**src/nnt_pkg.sv**
```systemverilog
package nnt_pkg;

    localparam int CFG_W = 6;
    localparam logic [CFG_W-1:0] NUM_CITIES_RST = 6'd32;

    localparam logic CMD_LOAD = 1'b0;
    localparam logic CMD_RUN  = 1'b1;

    typedef enum logic [4:0] {
        S_IDLE   = 5'b00001,
        S_EMIT   = 5'b00010,
        S_SCAN   = 5'b00100,
        S_DRAIN  = 5'b01000,
        S_COMMIT = 5'b10000
    } t_state;

    typedef struct packed {
        logic start;
        logic wr_entry;
        logic emit;
        logic scan_init;
        logic issue;
        logic commit;
    } t_cmd;

    typedef struct packed {
        logic out_free;
        logic res_last;
        logic scan_last;
    } t_status;

endpackage

```
**src/nnt_ctrl.sv**
```systemverilog
module nnt_ctrl (
    input  logic            i_clk,
    input  logic            i_rst_n,
    input  logic            i_valid,
    input  logic            i_cmd,
    output logic            o_stall,
    input  nnt_pkg::t_status i_status,
    output nnt_pkg::t_cmd   o_cmd
);

    nnt_pkg::t_state r_state;
    nnt_pkg::t_state n_state;

    always_ff @(posedge i_clk) begin
        if (!i_rst_n) begin
            r_state <= nnt_pkg::S_IDLE;
        end else begin
            r_state <= n_state;
        end
    end

    always_comb begin
        n_state = r_state;
        o_cmd   = '0;
        unique case (r_state)
            nnt_pkg::S_IDLE: begin
                if (i_valid) begin
                    if (i_cmd == nnt_pkg::CMD_RUN) begin
                        o_cmd.start = 1'b1;
                        n_state     = nnt_pkg::S_EMIT;
                    end else begin
                        o_cmd.wr_entry = 1'b1;
                    end
                end
            end
            nnt_pkg::S_EMIT: begin
                if (i_status.out_free) begin
                    o_cmd.emit = 1'b1;
                    if (i_status.res_last) begin
                        n_state = nnt_pkg::S_IDLE;
                    end else begin
                        o_cmd.scan_init = 1'b1;
                        n_state         = nnt_pkg::S_SCAN;
                    end
                end
            end
            nnt_pkg::S_SCAN: begin
                o_cmd.issue = 1'b1;
                if (i_status.scan_last) begin
                    n_state = nnt_pkg::S_DRAIN;
                end
            end
            nnt_pkg::S_DRAIN: begin
                n_state = nnt_pkg::S_COMMIT;
            end
            nnt_pkg::S_COMMIT: begin
                o_cmd.commit = 1'b1;
                n_state      = nnt_pkg::S_EMIT;
            end
            default: begin
                n_state = nnt_pkg::S_IDLE;
            end
        endcase
    end

    assign o_stall = (r_state != nnt_pkg::S_IDLE);

endmodule

```
**config.mk**
```make
export PLATFORM = sky130hd
export DESIGN_NAME = nnt_ctrl
export DESIGN_NICKNAME = d
export VERILOG_FILES = /design/src/nnt_pkg.sv /design/src/nnt_ctrl.sv
export SDC_FILE = /design/constraint.sdc
export NUM_CORES = 1
export LEC_CHECK = 0
export BUFFER_PORTS_ARGS = -buffer_cell sky130_fd_sc_hd__buf_2
export CAP_MARGIN = 20
export CORE_AREA = 2 2 39 41
export DETAILED_ROUTE_END_ITERATION = 6
export DIE_AREA = 0 0 41 43
export PLACE_DENSITY = 0.44
export SYNTH_ARGS = -nofsm -noshare
export SYNTH_HDL_FRONTEND = slang
export SYNTH_SLANG_ARGS = --single-unit
```
**constraint.sdc**
```tcl
create_clock -name i_clk -period 1.8 [get_ports i_clk]
set_clock_uncertainty 0.2 [all_clocks]
set_input_delay 0.27 -clock i_clk [delete_from_list [all_inputs] [get_ports i_clk]]
set_output_delay 0.27 -clock i_clk [all_outputs]
set_load 0.02 [all_outputs]
```
==> impl_metrics.yaml, run 1 <==
setup_path:
  required_ps: 1330
  worst_setup_path_start_kind: "flop"
  critPathKind: "reg2out"
  r2r-end: "r_state[1]$_SDFFE_PN0P_"
  ff2ff_setup_slack_ps: 70
  worstPathArrival_ps: 1320
  r2r_start: "r_state[2]$_SDFFE_PN0P_"
  worstPathMaxFanout: 6
  endpoint_kind: "primary output"
  reg2reg_depth: 5
power:
  leakage_nw: 0.232
  vdd_drop_max_mv: 0.600
  powerDensity_nw_per_um2: 1170
  total_power_mw: 0.599
yosys:
  synth_cell_types: 25
  synth_edf_count: 0
  synth_area_sq_um: 325
  syn_inst: 40
  ys_seq_elements: 5
  avgSynthCellArea_sq_um: 8.13
  async_reset_ff_share_pct: 0
  yosysWarnings: 0
  ys_seq_area_share_pct: 30.8
  synth_flop_cell: "dfxtp_1"
  syn_nets: 47
detailed_routing:
  routedWlPerCell_um: 11.1
  drt-met1-wl_um: 342
  wl_met3_um: 67
  firstDrtPassIters: 4
  routed_wl_um: 847
  ant_nets: 0
  wl_met2_um: 437
  drt_iter0_markers: 10
  drc_errors: 0
  routed.top_layer: "met3"
  via_count: 373
  vias_per_cell: 4.91
global_routing:
  grt_max_degree: 9
  grt_pass1_wl_um: 1220
  grt_use_total_pct: 10.4
  grt_pass1_vias: 322
  grt_overflow: 0
  antenna_found_initial: 0
worst_hold_path:
  hold_end: "r_state[1]$_SDFFE_PN0P_"
  hold_start: "i_rst_n"
  holdCritPathClass: "in2reg"
  hold_depth: 3
finish:
  reg_top3: "r_state: 5 flops"
  diodes: 0
  final_common_cell: "buf_2"
  finish.utilization_pct: 36.9
  nNetsFinal: 68
  syn_to_final_growth_pct: 56.9
  largest_register_ffs: 5
  final_cells: 76
  top_register: "r_state"
  layout_common_cells: "10 x buf_2, 6 x buf_4, 4 x nor2_1"
  drive_gt1_share_pct: 53.3
place:
  dp_hpwl_um: 580
  dp_cells: 69
  place_congestion: 0.689
  numPortBuffers: 13
  place_ws_ps: 130
die:
  die-height_um: 43
  core-area_sq_um: 1380
  io_pins: 14
  core.rowCount: 14
  die_area_sq_um: 1760
  initial_core_util_pct: 23.5
  die-width_um: 41
sta:
  hold_violations: 0
  fin_ws_ps: 11.1
  rsz0062_at_grt: "yes"
  fmax_mhz: 559
  slew_headroom_pct: 81.6
  setup_viol: 0
  finalMaxSlewViolations: 0
  worst_pin_slew_ps: 272
  finalCriticalPeriod_ps: 1790
  period_share_pct: 99.4
flow_run:
  timing.max_cap.violations: 0
cts:
  htree_levels: 1
  cts_buffers: 3
  clkSlewWorstSetupHoldPaths_ps: 40
  cts_tree: "built"
  worstSkewPairLatency_ps: 240
  clkSinkCount: 5
  cts_root_buf: "clkbuf_4"
  clk_path_buf_depth: 2
run_status:
  outcome: "complete, no violations"
metal layers:
layer / vias up / GRT usage [%]
li1: 187 / -
met1: 175 / 11.6
met2: 11 / 15.6
met3: 0 / 9.42
met4: 0 / 0
met5: - / 0
stage by stage:
stage / instance area [sq um] / hold slack (ps) / TNS [ps]
global placement: 415 / 338 / 0
floorplan: 330 / 184 / 0
finish: 510 / 76.8 / 0
global route: 510 / 86.3 / -200
CTS: 468 / 77.1 / -55.7
detailed placement: 415 / 333 / 0
power by group:
| group | switching [mW] | leakage [nW] | internal [mW] | total, mW |
|---|---|---|---|---|
| logic | 0.172 | 0.174 | 0.128 | 0.300 |
| clock network | 0.0474 | 0.0150 | 0.0839 | 0.131 |
| registers | 0.0315 | 0.0429 | 0.136 | 0.168 |
| total | 0.251 | 0.232 | 0.348 | 0.599 |
repair_timing:
action                                  CTS  global route
endpoints found under the setup margin    5             5
buffers inserted                          1             2
pin swaps                                 2             3
resized for setup                         6            10
hold buffers                              0             0
how the worst max path moves through the flow:
stage	slack (ps)	endpoint	start
final	10	o_cmd[0]	r_state[2]$_SDFFE_PN0P_
after global routing	-60	o_cmd[2]	r_state[3]$_SDFFE_PN0P_
after CTS	-20	o_cmd[5]	r_state[4]$_SDFFE_PN0P_
after detailed placement	130	o_cmd[2]	r_state[3]$_SDFFE_PN0P_
after global placement	110	r_state[1]$_SDFFE_PN0P_	r_state[2]$_SDFFE_PN0P_
after floorplan	80	o_cmd[2]	r_state[3]$_SDFFE_PN0P_
synth_stat cells, types with 2 or more instances:
cell type / n / area [sq um]
dfxtp_1: 5 / 100
nor2_1: 5 / 18.8
nor3_1: 3 / 15.0
nand2_1: 2 / 7.51
inv_1: 3 / 11.3
nor3b_1: 3 / 22.5
cells by family after synthesis:
kind of cell / Yosys count / synth area share, %
xor+xnor: 1 / 2.69
buf+inv: 4 / 5.77
flops: 5 / 30.8
simple gates: 22 / 44.6
compound gates: 8 / 16.2
cell type report:
| class | instances | area [sq um] |
|---|---|---|
| fill | 146 | 873 |
| multi-input combinational | 31 | 235 |
| sequential | 5 | 111 |
| timing repair buffer | 17 | 106 |
| clock buffer | 4 | 26.3 |
| tap | 16 | 20.0 |
| inverter | 3 | 11.3 |
critical path, cell delays in order, from the launching register on:
cell and delay (ps):
dfxtp_4 350, or3_4 380, nor3b_4 200, buf_6 140
(Power assumes the default switching activity.)
==> run 2: changes to the inputs <==
--- a/config.mk
+++ b/config.mk
@@ -5,12 +5,13 @@
 export SDC_FILE = /design/constraint.sdc
 export NUM_CORES = 1
 export LEC_CHECK = 0
+export ABC_AREA = 1
 export BUFFER_PORTS_ARGS = -buffer_cell sky130_fd_sc_hd__buf_2
 export CAP_MARGIN = 20
 export CORE_AREA = 2 2 39 41
 export DETAILED_ROUTE_END_ITERATION = 6
 export DIE_AREA = 0 0 41 43
-export PLACE_DENSITY = 0.44
+export PLACE_DENSITY = 0.45
 export SYNTH_ARGS = -nofsm -noshare
 export SYNTH_HDL_FRONTEND = slang
 export SYNTH_SLANG_ARGS = --single-unit
==> constraint.sdc (replaced) <==
create_clock -name i_clk -period 2 [get_ports i_clk]
set_clock_uncertainty 0.2 [all_clocks]
set_input_delay 0.3 -clock i_clk [delete_from_list [all_inputs] [get_ports i_clk]]
set_output_delay 0.3 -clock i_clk [all_outputs]
set_load 0.01 [all_outputs]
==> impl_metrics.yaml, run 2 <==
power:
  powerDensity_nw_per_um2: 1200
  vdd_drop_max_mv: 0.407
  total_power_mw: 0.532
  leakage_nw: 0.274
finish:
  layout_common_cells: "13 x buf_2, 10 x inv_1, 9 x nor2_1"
  drive_gt1_share_pct: 32.9
  nNetsFinal: 78
  final_common_cell: "buf_2"
  reg_top3: "r_state: 5 flops"
  syn_to_final_growth_pct: 30.5
  diodes: 0
  largest_register_ffs: 5
  finish.utilization_pct: 32.1
  top_register: "r_state"
yosys:
  ys_seq_area_share_pct: 29.4
  yosysTopAreaCell: "dfxtp_1"
  synth_flop_cell: "dfxtp_1"
  synth_area_sq_um: 340
  netlist.area_leader.share_pct: 29.4
  syn_inst: 54
  yosysWarnings: 0
  syn_nets: 61
  synth_most_common_cell: "inv_1"
  avgSynthCellArea_sq_um: 6.30
  synth_cell_types: 17
  synth_area_leaders: "dfxtp_1 29%, inv_1 11%, nor2_1 9.9%"
  synth_common_cells: "10 x inv_1, 9 x nor2_1, 8 x nand2_1, 6 x nand3_1, 5 x dfxtp_1"
  synth_edf_count: 0
  ys_seq_elements: 5
  async_reset_ff_share_pct: 0
setup_path:
  cp-startpoint: "r_state[2]$_SDFFE_PN0P_"
  ff2ff_setup_slack_ps: 670
  r2r_start: "r_state[2]$_SDFFE_PN0P_"
  worstPathArrival_ps: 1310
  r2r-end: "r_state[1]$_SDFFE_PN0P_"
  critPathKind: "reg2out"
  required_ps: 1500
  worstPathMaxFanout: 5
  reg2reg_depth: 7
  worst_setup_path_start_kind: "flop"
  endpoint_kind: "primary output"
worst_hold_path:
  holdCritPathClass: "in2reg"
  hold_depth: 3
  hold_start: "i_rst_n"
  hold_end: "r_state[1]$_SDFFE_PN0P_"
sta:
  finalMaxSlewViolations: 0
  rsz0062_at_grt: "no"
  setup_viol: 0
  worst_pin_slew_ps: 229
  finalCriticalPeriod_ps: 1810
  hold_violations: 0
  fmax_mhz: 553
  period_share_pct: 90.5
  slew_headroom_pct: 84.7
  fin_ws_ps: 191
  timing.setup.tns_ps: 0
global_routing:
  grt_overflow: 0
  grt_pass1_wl_um: 1210
  antenna_found_initial: 0
  grt_max_degree: 8
  grt_use_total_pct: 10.8
  grt_pass1_vias: 347
cts:
  cts-resized-gates: 0
  cts_tree: "built"
  cts_buffers: 3
  worstSkewPairLatency_ps: 240
  htree_levels: 1
  clk_path_buf_depth: 2
  post_cts_buffers: 0
  cts_root_buf: "clkbuf_4"
  cts_hold_buf: 0
  clkSinkCount: 5
  clkSlewWorstSetupHoldPaths_ps: 50
die:
  die_area_sq_um: 1760
  core-area_sq_um: 1380
  die-height_um: 43
  io_pins: 14
  initial_core_util_pct: 24.6
  core.rowCount: 14
  die-width_um: 41
detailed_routing:
  routed_wl_um: 798
  drt_iter0_markers: 6
  ant_nets: 0
  drc_errors: 0
  routedWlPerCell_um: 9.28
  firstDrtPassIters: 4
  vias_per_cell: 4.34
  via_count: 373
place:
  place_ws_ps: 442
  numPortBuffers: 13
  dp_hpwl_um: 660
  place_congestion: 0.761
run_status:
  outcome: "complete, no violations"
flow_run:
  timing.max_cap.violations: 0
==> run 2: cell types whose count changed after synthesis, sizes merged, moves of 2 or more <==
| cell | change |
|---|---|
| nor3 | -2 |
| nand4 | +3 |
| nand3 | +6 |
| inv | +8 |
| nor2 | +7 |
| nand2 | +6 |
| nor3b | -3 |
==> run 2: where the power goes <==
group | internal (mW) | switching (mW) | leakage (nW)
sequential | 0.124 | 0.0203 | 0.0409
clock | 0.0755 | 0.0426 | 0.0150
combinational | 0.0987 | 0.170 | 0.218
==> run 2: critical path, stage by stage, from the launching register on <==
cell and delay, ps:
dfxtp_1 330, nor2_4 160, nand3_1 120, or2_4 250, nor2_1 80, buf_2 130
==> run 2: per-layer routing <==
layer	vias to the layer above	wire (um)	track usage, %
met5	-	0	0
met4	0	14	12.0
met3	2	59	1.57
met2	14	383	16.9
met1	157	340	10.6
li1	200	-	-
==> run 2: worst max-delay path by stage <==
| stage | endpoint | slack, ps | cells after the start |
|---|---|---|---|
| 2_1_floorplan | o_cmd[4] | 520 | 4 |
| 3_3_place_gp | o_cmd[2] | 450 | 5 |
| 3_5_place_dp | o_cmd[2] | 440 | 5 |
| 4_1_cts | o_cmd[2] | 170 | 5 |
| 5_1_grt | o_cmd[2] | 100 | 5 |
| 6_report | o_cmd[2] | 190 | 5 |
==> run 2: final cells by class <==
class                      count  area (sq um)
clock buffer                   4          26.3
fill                         152           940
inverter                      12          45.0
multi-input combinational     36           188
sequential                     5           100
tap                           16          20.0
timing repair buffer          13          65.1
==> run 2: kinds of logic after synthesis <==
kind of cell,after synthesis,share of synthesized area (%)
AO/OA/AOI/OAI,2,4.04
buffers and inverters,13,15.4
flip-flops,5,29.4
AND/OR/NAND/NOR,34,51.1
==> run 2: per-stage QoR <==
| stage | std cells | hold WS, ps | area [sq um] |
|---|---|---|---|
| after floorplan | 54 | 236 | 340 |
| after global placement | 82 | 354 | 418 |
| after detailed placement | 82 | 350 | 418 |
| after CTS | 86 | 132 | 444 |
| after global routing | 86 | 155 | 444 |
| final | 86 | 144 | 444 |
==> run 3: changes to the inputs <==
--- a/config.mk
+++ b/config.mk
@@ -11,7 +11,6 @@
 export CORE_AREA = 2 2 39 41
 export DETAILED_ROUTE_END_ITERATION = 6
 export DIE_AREA = 0 0 41 43
-export PLACE_DENSITY = 0.45
 export SYNTH_ARGS = -nofsm -noshare
 export SYNTH_HDL_FRONTEND = slang
 export SYNTH_SLANG_ARGS = --single-unit
==> impl_metrics.yaml, run 3 (synthesized netlist as in run 2, its figures left out) <==
run_status:
  outcome: "complete, no violations"
setup_path:
  worstPathArrival_ps: 1300
  endpoint_kind: "primary output"
  ff2ff_setup_slack_ps: 630
  required_ps: 1500
  critPathKind: "reg2out"
  worstPathMaxFanout: 5
  worst_setup_path_start_kind: "flop"
cts:
  cts_hold_buf: 0
  worstSkewPairLatency_ps: 240
  cts_buffers: 3
  post_cts_buffers: 0
  clkSlewWorstSetupHoldPaths_ps: 40
  cts_tree: "built"
  cts-resized-gates: 0
  htree_levels: 1
  clk_path_buf_depth: 2
  cts_root_buf: "clkbuf_4"
  clkSinkCount: 5
finish:
  drive_gt1_share_pct: 32.9
  finish.utilization_pct: 32.1
  diodes: 0
  nNetsFinal: 78
  final_common_cell: "buf_2"
  final_cells: 86
  fin_area_sq_um: 444
  largest_register_ffs: 5
  fillers: 158
  layout_common_cells: "13 x buf_2, 10 x inv_1, 9 x nor2_1"
  syn_to_final_growth_pct: 30.5
  reg_top3: "r_state: 5 flops"
  top_register: "r_state"
detailed_routing:
  routed_wl_um: 725
  via_count: 364
  drc_errors: 0
  firstDrtPassIters: 4
  ant_nets: 0
  routedWlPerCell_um: 8.43
  drt_iter0_markers: 7
  vias_per_cell: 4.23
power:
  power.switching_mw: 0.226
  p_comb_share_pct: 50.8
  swShare_pct: 43.1
  p_int_mw: 0.298
  leakage_nw: 0.274
  vdd_drop_max_mv: 0.293
  clkPwrFrac_pct: 21.6
  powerDensity_nw_per_um2: 1180
  total_power_mw: 0.524
  seq_power_share_pct: 27.6
place:
  dp_hpwl_um: 605
  numPortBuffers: 13
  place_ws_ps: 449
  dp_cells: 82
  placed_area_sq_um: 418
  place_congestion: 0.724
sta:
  holdWs_ps: 140
  period_share_pct: 89.9
  hold_violations: 0
  slew_headroom_pct: 82.3
  fin_ws_ps: 203
  worst_pin_slew_ps: 265
  fmax_mhz: 556
  finalCriticalPeriod_ps: 1800
  setup_viol: 0
  finalMaxSlewViolations: 0
  rsz0062_at_grt: "no"
  timing.setup.tns_ps: 0
die:
  die_area_sq_um: 1760
  core.rowCount: 14
  die-height_um: 43
  io_pins: 14
  core-area_sq_um: 1380
  initial_core_util_pct: 24.6
  die-width_um: 41
global_routing:
  grt_overflow: 0
  grt_pass1_wl_um: 1150
  grt_max_degree: 8
  antenna_found_initial: 0
  grt_use_total_pct: 9.93
  grt_pass1_vias: 290
worst_hold_path:
  holdCritPathClass: "in2reg"
flow_run:
  timing.max_cap.violations: 0
==> run 3: cell counts in the layout (fill, tap and decap cells not counted) <==
Identical to the previous run, type by type.
==> run 3: routing by layer <==
metal | up-vias | GRT usage [%] | part of all wire (%)
met2 | 13 | 13.4 | 46
met4 | 0 | 6.00 | 0
met1 | 150 | 12.2 | 47
met5 | - | 0 | 0
met3 | 0 | 4.71 | 7.6
li1 | 201 | - | -
==> run 3: power by group through the flow <==
stage	clock network (mW)	registers [mW]	logic (mW)
6_report	0.113	0.145	0.266
5_1_grt	0.128	0.149	0.306
4_1_cts	0.120	0.145	0.270
3_5_place_dp	0	0.147	0.269
3_3_place_gp	0	0.146	0.270
2_1_floorplan	0	0.143	0.204
==> run 3: worst paths after layout <==
path / start / endpoint / depth (start not counted)
hold / removal: i_rst_n / r_state[4]$_SDFFE_PN0P_ / 3
setup / recovery: r_state[2]$_SDFFE_PN0P_ / o_cmd[2] / 5
hold reg to reg: r_state[3]$_SDFFE_PN0P_ / r_state[4]$_SDFFE_PN0P_ / 2
setup reg to reg: r_state[0]$_SDFFE_PN1P_ / r_state[0]$_SDFFE_PN1P_ / 7
==> run 3: final cells by class <==
| cell class | count | area [sq um] | share of cell area, % |
|---|---|---|---|
| multi-input cells | 36 | 188 | 42.3 |
| inverters | 12 | 45.0 | 10.1 |
| clock buffers | 4 | 26.3 | 5.92 |
| well taps | 16 | 20.0 | 4.51 |
| repair buffers | 13 | 65.1 | 14.6 |
| flip-flops and latches | 5 | 100 | 22.5 |
==> run 3: critical path: stages, from the launching register on <==
cell	delay, ps
dfxtp_1	320
nor2_4	170
nand3_1	110
or2_4	250
nor2_1	80
buf_2	130
